===== src/rtl/atma_ram.sv =====
`timescale 1ns / 1ps
// ----------------------------------------------------------------------------
// Generic RAM
// One write port and one read port with registered read data.
// ----------------------------------------------------------------------------
module atma_ram #(
   parameter int WIDTH = 32,
   parameter int DEPTH = 16
) (
   input  logic                     clock,
   input  logic                     we,
   input  logic [$clog2(DEPTH)-1:0] waddr,
   input  logic [WIDTH-1:0]         wdata,
   input  logic [$clog2(DEPTH)-1:0] raddr,
   output logic [WIDTH-1:0]         rdata
);
   logic [WIDTH-1:0] mem_ff [DEPTH];
   logic [WIDTH-1:0] rdata_ff;

   always_ff @(posedge clock) begin
      if (we) begin
         mem_ff[waddr] <= wdata;
      end
      rdata_ff <= mem_ff[raddr];
   end

   assign rdata = rdata_ff;
endmodule


===== config.mk =====
export PLATFORM = sky130hd
export DESIGN_NAME = atma_ram
export DESIGN_NICKNAME = d
export VERILOG_FILES = /design/src/rtl/atma_ram.sv
export SDC_FILE = /design/constraint.sdc
export NUM_CORES = 1
export LEC_CHECK = 0
export ABC_AREA = 1
export BUFFER_PORTS_ARGS = -buffer_cell sky130_fd_sc_hd__buf_2
export CORE_MARGIN = 4
export CORE_UTILIZATION = 45
export DETAILED_ROUTE_END_ITERATION = 10
export SYNTH_ARGS = -nofsm -noshare
export SYNTH_HDL_FRONTEND = slang
export SYNTH_SLANG_ARGS = --single-unit

===== constraint.sdc =====
create_clock -name clock -period 3.8 [get_ports clock]
set_input_delay 0.57 -clock clock [delete_from_list [all_inputs] [get_ports clock]]
set_output_delay 0.57 -clock clock [all_outputs]
set_load 0.03 [all_outputs]

== Yosys cells after proc, flatten, opt, wreduce, memory -nomap -nowiden ==
Memory sizes are Yosys's and may differ from the RTL's. A register that Yosys moved wholly into a read port is not among the register bits.
Index checks and enable logic that the tools add are counted.
Word-level totals
  bits in registers: 0
  RAM bits: 512
  input port bits: 42
  output and inout port bits: 32
  word-level logic and storage cells: 3
  memories kept: 1
Memories
  mem_ff: words 16, bits a word 32, read ports 1, clocked after Yosys merged registers in 1, wr ports 1, line 17  | logic [WIDTH-1:0] mem_ff [DEPTH];
Operators by class
  muxes and demuxes: 2
Operator list (count)
  1-bit two-way mux: 2

== Longest topological paths before layout ==
  word-level depth: 2
  mapped depth: 10

== Least setup slack after synthesis ==
OpenSTA, ideal clock, no wires.
  path kind: input -> register
  start point: input port waddr[2]
  end point: memory mem_ff[10][0] (enable)
  arrival: 2.142 ns
  path slack: 1.237 ns
  stages: 2
  cell sequence: nand3b_1 -> nor2_1
RTL lines
  start: declaration: line 12  | input logic [$clog2(DEPTH)-1:0] waddr,
  end: declaration: line 17
Straight into the memory's write port.

==> metrics.csv <==
metric;value;unit
outcome;complete, no violations;
first_pass_iters;6;
finalCriticalPeriod;1.95;ns
worstPathCellList;clkbuf_8, inv_8, buf_12, nand2_1, nand3_1, nand3_1, nand3_1, nand2_1;
slowest_delay;0.49;ns
post-synth-top-count-cell;nand2_1;
cp-startpoint;raddr[0];
relSlewSlack;0.281;
hp-class;input pin to flip-flop;
drc_errors;0;
report.final.slew_viol_count;0;
synth-edff-count;512;
hpwl;28200;um
area_growth;12.5;%
ys_ff_latch;544;
critical_path.most_common_cell;nand3_1;
synth_cell_types;15;
path_class;input pin to flip-flop;
yosysSeqAreaShare;0.705;
track_usage;0.203;
synthArstFlopShare;0;
grt_start_max_net_pins;130;
syn_avg_cell_area;10.7;sq um
cts_max_path_buffers;3;
ios;74;
cts_resized;0;
wire_per_inst;19.0;um
worstSetupPathDepth;8;
r2r-end;rdata[26]$_DFF_P_;
coreArea;0.0501;sq mm
ant_nets;0;
cts_inserted_buffers;56;
internal_power;9940;uW
p_seq_frac;0.528;
worst-path-buf-inv;3;
p_clk_frac;0.407;
finalHoldViolations;0;
hold_buffers;0;
htree_levels;2;
worst_path_max_delay_cell;inv_8;
syn_nets;2162;
drtIter0Drc;1323;
place_congestion;0.765;
power_density;500;mW/mm^2
finalWirelength;55000;um
yosysTopAreaCell;edfxtp_1;
cts-root-buf;clkbuf_16;
p_comb_frac;0.065;
totalNegativeSetupSlack;0;ns
skew;0.0115;ns
synth_top_area_share;0.676;
r2r_setup_slack;2.73;ns
r2r_cells;6;
grt-ovfl-total;0;
power.switching;2840;uW
cp_data_required_time;4.27;ns
critical_path_arrival;2.41;ns
yosys-top-cells-count;677 x nand2_1, 512 x edfxtp_1, 388 x inv_1;
die_x;233;um
grt_pass1_wl;83200;um
timing.rr.start;mem_ff[12][26]$_DFFE_PP_;
multi_input_area;0.00467;sq mm
path_clk_slew;0.06;ns
cp-endpoint;rdata[26]$_DFF_P_;
synth_warnings;0;
worstMarginPinSlew;1.08;ns
critPathMaxFanout;90;
antenna_found_initial;4;
syn-cell-area;0.0227;sq mm
seqCellArea;0.0160;sq mm
rows;82;
nFillCells;4421;
power;12800;uW
grt_pass1_vias;14200;
postCtsSetupBuffers;0;
critPathTopFamily;buffers and inverters;
maxCapViolCount;0;
period_share;0.513;
dieArea;0.0542;sq mm
final_nets;2218;
die_y;233;um
routed_via_density;5.03;
drive_gt1_frac;0.0891;
portBuffers;73;
clk_latency;0.59;ns
ys.flop_type;edfxtp_1;
p_sw_frac;0.222;
num_vias;14600;
start_util;0.454;
ir_worst_vdd;0.297;mV
numClockSinks;544;
syn_inst;2120;
setup-violations-final;0;
p_leak;0.0108;uW
end_kind;flip-flop;
synthTopCellsByArea;edfxtp_1 68%, nand2_1 11%, nand3_1 8.5%;
critPathLaunchType;input pin;
cts_tree;done;
clock.fmax;0.513;GHz
rsz0062_at_grt;false;
-- metal layers --
metal  share of wire  wire length (um)  vias up  global-route usage
li1                -                 -     6968                   -
met1            0.43             23500     7029               0.274
met2            0.47             26000      459               0.334
met3           0.068              3750      117              0.0361
met4           0.030              1670        6              0.0721
met5         0.00075                41        -                   0
-- cells by family after synthesis --
kind of cell           after synthesis  share of synthesized area
DFF                                544                      0.705
and+or+nand+nor                   1081                      0.200
buffers and inverters              495                     0.0954
-- sequential cells by signal (all words and copies together) (netlist names) --
| register | count |
|---|---|
| rdata | 32 |
| mem_ff | 512 |
-- stage by stage --
step	instances	hold WS [ns]	util	setup slack (ns)	instance area, sq um
3_5_place_dp	2790	0.638	0.476	1.27	23800
5_1_grt	2895	0.340	0.511	1.74	25600
4_1_cts	2894	0.316	0.511	1.90	25600
6_report	2896	0.353	0.511	1.85	25600
2_1_floorplan	2120	0.607	-	1.24	22700
3_3_place_gp	2790	0.636	0.476	1.29	23800
-- cell type report --
type | count | area share
antenna | 2 | 0.000196
tap | 672 | 0.0329
timing repair buffer | 103 | 0.0328
multi-input combinational | 1081 | 0.182
inverter | 390 | 0.0576
sequential | 544 | 0.626
clock inverter | 14 | 0.00352
clock buffer | 90 | 0.0645
-- power groups by stage --
stage               combinational (uW)  clock [uW]  sequential (uW)
detailed placement                 833           0             6880
global route                       917        5560             6760
CTS                                836        5300             6750
finish                             829        5200             6750
floorplan                          457           0             6950
global placement                   820           0             6870
-- cell usage in the layout (no fill, tap or decap) --
cell type   instances
nand2_1           677
edfxtp_1          512
inv_1             386
nand3_1           385
buf_2              71
clkbuf_16          57
dfxtp_1            32
clkbuf_1           23
buf_12             19
nor2_4             16
buf_4              12
clkbuf_8           11
clkinv_2            6
clkinv_1            6
diode_2             2
inv_2               2
nand3b_1            2
inv_8               1
inv_4               1
nor2_1              1
bufinv_16           1
clkinvlp_4          1
-- worst min-delay path by stage --
stage,startpoint,endpoint,slack [ns],cells after the start
global route,wdata[20],mem_ff[11][20]$_DFFE_PP_,0.34,1
global placement,mem_ff[11][23]$_DFFE_PP_,rdata[23]$_DFF_P_,0.64,6
detailed placement,mem_ff[10][31]$_DFFE_PP_,rdata[31]$_DFF_P_,0.64,6
floorplan,mem_ff[10][0]$_DFFE_PP_,rdata[0]$_DFF_P_,0.61,6
CTS,wdata[20],mem_ff[4][20]$_DFFE_PP_,0.32,1
finish,wdata[5],mem_ff[10][5]$_DFFE_PP_,0.35,1
No activity file was read; power rests on OpenSTA's default activity.
